--- src/rtl/core/brbf_pkg.sv ---
// ----------------------------------------------------------------------------
// brbf_pkg
// types, codes and helpers of the circular byte fifo
// ----------------------------------------------------------------------------
package brbf_pkg;

	localparam int CNT_W      = 11;
	localparam int CNT_MAX    = 2047;
	localparam int LEN_W      = 7;
	localparam int BYTE_W     = 8;
	localparam int CMD_W      = 2;
	localparam int STAT_W     = 2;

	localparam int STORE_DEPTH_DEF = 1024;
	localparam int MAX_BLOCK_DEF   = 64;
	localparam int SIZE_RESET      = 1024;

	localparam int OQ_DEPTH = 4;
	localparam int OQ_IW    = 2;
	localparam int OQ_CW    = 3;

	localparam logic [CMD_W-1:0] CMD_WRITE = 2'd0;
	localparam logic [CMD_W-1:0] CMD_READ  = 2'd1;
	localparam logic [CMD_W-1:0] CMD_CLEAR = 2'd2;

	localparam logic [STAT_W-1:0] STAT_OK      = 2'd0;
	localparam logic [STAT_W-1:0] STAT_NOSPACE = 2'd1;
	localparam logic [STAT_W-1:0] STAT_NODATA  = 2'd2;

	typedef struct packed {
		logic [CMD_W-1:0]  command;
		logic [LEN_W-1:0]  block_len;
		logic              first_of_block;
		logic [BYTE_W-1:0] data_byte;
	} req_t;

	typedef struct packed {
		logic [STAT_W-1:0] status;
		logic [BYTE_W-1:0] read_byte;
		logic              last;
		logic [CNT_W-1:0]  fill_count;
		logic              is_empty;
		logic              is_full;
	} rsp_t;

	// size in use: zero counts as one, capped at the store depth
	function automatic logic [CNT_W-1:0] eff_size(input logic [CNT_W-1:0] bs,
			input logic [CNT_W-1:0] cap);
		logic [CNT_W-1:0] s;
		s = bs;
		if (s == '0) begin
			s = CNT_W'(1);
		end
		if (s > cap) begin
			s = cap;
		end
		return s;
	endfunction

endpackage

--- src/rtl/core/brbf_outq.sv ---
// ----------------------------------------------------------------------------
// brbf_outq
// small result queue in front of the output channel, reports occupancy
// ----------------------------------------------------------------------------
module brbf_outq import brbf_pkg::*; (
	input  logic             clk,
	input  logic             arst_n,
	input  logic             push,
	input  rsp_t             push_data,
	output logic [OQ_CW-1:0] occ,
	output logic             rsp_valid,
	input  logic             rsp_stall,
	output rsp_t             rsp
);

	rsp_t             ent_q [OQ_DEPTH];
	logic [OQ_IW-1:0] wp_q;
	logic [OQ_IW-1:0] rp_q;
	logic [OQ_CW-1:0] cnt_q;
	logic             pop;

	assign rsp_valid = (cnt_q != '0);
	assign rsp       = ent_q[rp_q];
	assign pop       = rsp_valid && !rsp_stall;
	assign occ       = cnt_q;

	always_ff @(posedge clk) begin
		if (push) begin
			ent_q[wp_q] <= push_data;
		end
	end

	always_ff @(posedge clk or negedge arst_n) begin
		if (!arst_n) begin
			wp_q  <= '0;
			rp_q  <= '0;
			cnt_q <= '0;
		end else begin
			if (push) begin
				wp_q <= wp_q + OQ_IW'(1);
			end
			if (pop) begin
				rp_q <= rp_q + OQ_IW'(1);
			end
			if (push && !pop) begin
				cnt_q <= cnt_q + OQ_CW'(1);
			end else if (pop && !push) begin
				cnt_q <= cnt_q - OQ_CW'(1);
			end
		end
	end

endmodule

--- config.mk ---
export PLATFORM = sky130hd
export DESIGN_NAME = brbf_outq
export DESIGN_NICKNAME = d
export VERILOG_FILES = /design/src/rtl/core/brbf_pkg.sv /design/src/rtl/core/brbf_outq.sv
export SDC_FILE = /design/constraint.sdc
export NUM_CORES = 1
export LEC_CHECK = 0
export ABC_AREA = 0
export BUFFER_PORTS_ARGS = -buffer_cell sky130_fd_sc_hd__buf_2
export CAP_MARGIN = 20
export CORE_ASPECT_RATIO = 0.7
export CORE_UTILIZATION = 43
export CTS_BUF_LIST = sky130_fd_sc_hd__clkbuf_16
export DETAILED_ROUTE_END_ITERATION = 12
export MAX_ROUTING_LAYER = met4
export SETUP_SLACK_MARGIN = 0.5
export SLEW_MARGIN = 0
export SYNTH_ARGS = -nofsm -noshare
export SYNTH_HDL_FRONTEND = slang
export SYNTH_SLANG_ARGS = --single-unit
export TNS_END_PERCENT = 100
--- constraint.sdc ---
create_clock -name clk -period 2.4 [get_ports clk]
set_clock_uncertainty 0.15 [all_clocks]
set_input_delay 0.48 -clock clk [delete_from_list [all_inputs] [get_ports clk]]
set_output_delay 0.48 -clock clk [all_outputs]
set_load 0.1 [all_outputs]
==> results of run 1 <==
metal layers:
layer  share of wire, %  GRT usage (%)  vias up
li1                   -              -      811
met1                 45           20.0      922
met2                 49           23.9       52
met3                5.5           4.43        8
met4                1.3           5.38        0
met5                  0              -        -
worst max-delay path, cell delays in order (launching register included):
cell and delay (ns):
dfrtp_2 0.41, buf_6 0.18, mux4_2 0.56, buf_12 0.19
stage by stage:
step / std cells / utilization (%) / hold WS [ns]
finish: 365 / 59.5 / 0.212
global route: 365 / 59.5 / 0.207
CTS: 363 / 59.2 / 0.204
detailed placement: 341 / 55.1 / 0.176
global placement: 341 / 55.1 / 0.179
floorplan: 160 / - / 0.0344
kinds of logic after synthesis:
kind of cell | share of synthesized area, %
DFF | 78.3
xor gates and xnor gates | 1.35
AOI/OAI and AO/OA | 0.128
muxes | 14.7
and+or+nand+nor | 1.31
adders and majority gates | 2.11
buffers and inverters | 2.08
Yosys cell counts, types with 2 or more instances:
master | count | area [um^2]
and2_1 | 4 | 25.0
buf_12 | 2 | 40.0
buf_2 | 3 | 15.0
dfrtp_1 | 7 | 175
edfxtp_1 | 96 | 2880
ha_1 | 5 | 62.6
inv_1 | 4 | 15.0
mux4_1 | 6 | 158
mux4_2 | 18 | 405
xnor2_1 | 2 | 17.5
xor2_1 | 4 | 35.0
worst min path at each step:
stage,start,end,slack (ns),cells past startpoint
after global placement,arst_n,occ[2],0.18,1
after floorplan,arst_n,rp_q[0],0.03,0
after CTS,push_data[10],ent_q[2][10],0.20,1
after global routing,push_data[4],ent_q[3][4],0.21,1
after detailed placement,arst_n,occ[2],0.18,1
final,push_data[9],ent_q[3][9],0.21,1
area by class of cell:
cell class	count	area [um^2]
Multi-Input combinational cell	47	772
Clock inverter	7	47.5
Tap cell	120	150
Inverter	4	17.5
Timing Repair Buffer	75	843
Fill cell	651	3490
Clock buffer	9	225
Sequential cell	103	3070
registers in the layout, indices dropped and copies added, names as in the netlist:
register / flops
ent_q: 96
wp_q: 2
rp_q: 2
occ: 3
repair_timing:
action                                 CTS  global route
gates resized for setup                 10             6
setup endpoints to repair               27            29
hold buffers                             1             0
endpoints found under the hold margin    7             0
setup buffers                            5             2
pin swaps                                4             1
==> results.tsv, run 1 <==
stage	metric	value	unit
status	status	complete, no violations	
place	place_congestion	0.708	
detailed_routing	ant_nets	0	
floorplanning	fp.coreArea	0.00862	mm^2
global_routing	gr-usage-all-layers	15.5	%
critical_path	ff2ff_setup_slack	0.38	ns
cells_and_area	mostFrequentLayoutCells	edfxtp_1 (96), buf_2 (28), buf_12 (26), mux4_2 (24), buf_4 (16)	
global_routing	grt_overflow	0	
cells_and_area	drive_gt1_share	50.6	%
timing	finalCritPeriodShare	96.5	%
yosys	yosysSeqAreaShare	78.3	%
critical_path	regToRegEndpoint	occ[2]	
timing	slew_headroom	67.8	%
clock_network	clock_latency	0.33	ns
timing	timing.final.hold_violations	0	
timing	fin_crit	2.32	ns
timing	finalSetupViolations	0	
yosys	ys_ff_latch	103	
detailed_routing	wl_per_cell	17.6	um
yosys	synth_area	0.00390	mm^2
detailed_routing	drt_iter0_markers	163	
clock_network	htreeDepth	3	
yosys	ys.flop_type	edfxtp_1	
place	port_buffers	55	
cells_and_area	final_common_cell	edfxtp_1	
critical_path	start_kind	flop	
floorplanning	die-area	0.00947	mm^2
yosys	syn-mean-instance-area	24.4	um^2
place	place_area	0.00475	mm^2
detailed_routing	routed_wl	6440	um
timing	worst_pin_slew	0.486	ns
clock_network	clk_pin_slew	0.07	ns
global_routing	antenna_found_initial	0	
yosys	synth_warnings	0	
floorplanning	die_x	116	um
critical_path	worstSetupEndpoint	rsp[10]	
critical_path	cp-startpoint	rp_q[0]	
floorplanning	ioPinCount	56	
detailed_routing	drc	0	
cells_and_area	design_area	0.00513	mm^2
detailed_routing	num_vias	1793	
critical_path	crit_type	reg -> out	
flow_run	max-cap-violations	0	
min_path	worst_hold_path_type	in -> reg	
place	pre_cts_ws	0.387	ns
yosys	synth_edf_count	96	
clock_network	cts_tree	built	
timing	post-route-worst-setup-slack	0.0838	ns
yosys	synthesis.nets	194	
timing	grt_setup_unrepaired	yes	
cells_and_area	area_growth	31.3	%
global_routing	grt_pass1_wl	9850	um
detailed_routing	via_per_inst	4.91	
critical_path	cp-end-kind	primary output	
critical_path	arrival	1.69	ns
clock_network	clock_sinks	103	
critical_path	reg2regPathDepth	8	
floorplanning	start_util	45.3	%
yosys	postSynth.asyncResetShare	6.80	%
timing	drv_slew	0	
cells_and_area	fin_nets	274	
clock_network	cts_root_buffer	clkbuf_16	
timing	final.setup.tns	0	ns
floorplanning	rows	28	
detailed_routing	drtPass1Iterations	4	
floorplanning	fp.dieH	81.7	um
critical_path	critical_path.max_fanout	8	
global_routing	grt_max_degree	19	
clock_network	numCtsBuffers	9	
timing	max_freq	432	MHz
global_routing	grt_pass1_vias	1855	
critical_path	regToRegStartpoint	occ[2]	
place	hpwl	4190	um
clock_network	clock_path_buffers	2	
yosys	synth_cell_types	20	
cells_and_area	antenna_cells	0	
critical_path	required	1.77	ns
yosys	synthCells	160	
Power of run 1 is left out: the tool's default activity adds up to more than one toggle a clock period on the data nets, which glitch-free logic cannot reach.
==> inputs of run 2 (changes only) <==
--- a/config.mk
+++ b/config.mk
@@ -9,6 +9,7 @@
 export BUFFER_PORTS_ARGS = -buffer_cell sky130_fd_sc_hd__buf_2
 export CAP_MARGIN = 20
 export CORE_ASPECT_RATIO = 0.7
+export CORE_MARGIN = 5
 export CORE_UTILIZATION = 43
 export CTS_BUF_LIST = sky130_fd_sc_hd__clkbuf_16
 export DETAILED_ROUTE_END_ITERATION = 12
==> results.tsv, run 2 (same netlist as run 1, synthesis figures left out) <==
stage	metric	value	unit	change
critical_path	crit_type	reg -> out		
cells_and_area	drive_gt1_share	52.0	%	+1.4 points
floorplanning	start_util	43.6	%	-1.7 points
detailed_routing	drt_iter0_markers	98		-40%
detailed_routing	num_vias	1843		+2.8%
global_routing	grt_max_degree	19		unchanged
timing	grt_setup_unrepaired	yes		
floorplanning	die_x	124	um	+6.9%
place	dpl.cell_count	346		+1.5%
floorplanning	rows	29		+3.6%
cells_and_area	area_growth	32.2	%	
critical_path	required	1.77	ns	about the same
global_routing	gr-usage-all-layers	13.5	%	-2.1 points
cells_and_area	fin_nets	279		+1.8%
place	port_buffers	55		unchanged
timing	max_freq	424	MHz	-1.8%
place	place_congestion	0.677		-4.4%
timing	finalCritPeriodShare	98.2	%	+1.7 points
clock_network	htreeDepth	3		unchanged
critical_path	arrival	1.73	ns	+0.04 ns
min_path	worst_hold_path_type	in -> reg		
status	status	complete, no violations		
place	hpwl	4350	um	+3.9%
global_routing	grt_pass1_vias	1949		+5.1%
clock_network	clock_latency	0.35	ns	+0.02 ns
clock_network	numCtsBuffers	9		unchanged
timing	fin_worst_hold_slack	0.196	ns	-0.0156 ns
global_routing	antenna_found_initial	0		unchanged
detailed_routing	drtPass1Iterations	4		unchanged
floorplanning	fp.dieH	89.7	um	+9.8%
cells_and_area	top_register	ent_q		
timing	worst_pin_slew	0.284	ns	-0.202 ns
timing	drv_slew	0		unchanged
critical_path	cp-end-kind	primary output		
cells_and_area	final_common_cell	edfxtp_1		
timing	slew_headroom	81.2	%	+13 points
cells_and_area	mostFrequentLayoutCells	edfxtp_1 (96), buf_2 (27), buf_12 (26), buf_4 (25), mux4_2 (24)		
timing	final.setup.tns	0	ns	unchanged
place	pre_cts_ws	0.356	ns	-0.0303 ns
floorplanning	die-area	0.0111	mm^2	+17%
global_routing	grt_pass1_wl	10500	um	+6.4%
cells_and_area	antenna_cells	0		unchanged
detailed_routing	routed_wl	6690	um	+3.8%
cells_and_area	layout.cells.non_filler	374		+2.5%
timing	post-route-worst-setup-slack	0.0425	ns	-0.0413 ns
clock_network	clk_pin_slew	0.07	ns	about the same
detailed_routing	drc	0		unchanged
timing	fin_crit	2.36	ns	+0.0413 ns
critical_path	start_kind	flop		
global_routing	grt_overflow	0		unchanged
cells_and_area	largest_reg_flops	96		unchanged
timing	timing.final.hold_violations	0		unchanged
detailed_routing	ant_nets	0		unchanged
detailed_routing	via_per_inst	4.93		+0.32%
floorplanning	fp.coreArea	0.00896	mm^2	+4.0%
clock_network	cts_tree	built		
clock_network	clock_sinks	103		unchanged
flow_run	max-cap-violations	0		unchanged
clock_network	cts_root_buffer	clkbuf_16		
timing	finalSetupViolations	0		unchanged
critical_path	critical_path.max_fanout	13		+5
floorplanning	ioPinCount	56		unchanged
detailed_routing	wl_per_cell	17.9	um	+1.3%
clock_network	clock_path_buffers	2		unchanged
[run 2: worst paths after layout]
kind / startpoint / endpoint / slack (ns) / depth (start not counted)
max in group asynchronous: arst_n / occ[0] / 1.58 / 2
min in group asynchronous: arst_n / rp_q[1] / 0.34 / 2
setup reg to reg: occ[2] / occ[2] / 0.40 / 8
hold reg to reg: wp_q[0] / wp_q[0] / 0.39 / 1
hold / removal: push_data[18] / ent_q[0][18] / 0.20 / 1
setup / recovery: rp_q[0] / rsp[9] / 0.04 / 3
[run 2: worst max-delay path, cell delays in order (launching register included)]
cell	delay, ns
dfrtp_2	0.42
buf_12	0.18
mux4_2	0.57
buf_12	0.20
[run 2: through the flow]
stage	util, %	instance area [um^2]
after floorplan	-	3920
after global placement	53.1	4760
after detailed placement	53.1	4760
after CTS	57.2	5130
after global routing	57.6	5160
final	57.6	5160
[run 2: area by class of cell]
| cell class | count | area [um^2] |
|---|---|---|
| sequential | 103 | 3070 |
| multi-input combinational | 47 | 776 |
| clock buffer | 9 | 225 |
| timing repair buffer | 80 | 865 |
| clock inverter | 7 | 56.3 |
| tap | 124 | 155 |
| inverter | 4 | 15.0 |
| fill | 665 | 3800 |
[run 2: timing repair]
item	in CTS	in global routing
hold buffers	1	0
pin swaps	4	2
setup endpoints to repair	28	29
hold endpoints to repair	7	0
cloned	0	0
setup buffers	8	3
resized for setup	6	6
[run 2: per-layer routing]
layer  global-route usage, %  up-vias  wire length, um
met5                       -        -                0
met4                    4.92        0              112
met3                    5.65       12              384
met2                    18.8       46             3130
met1                    17.8      958             3060
li1                        -      827                -
Power of run 2 is left out for the same reason.
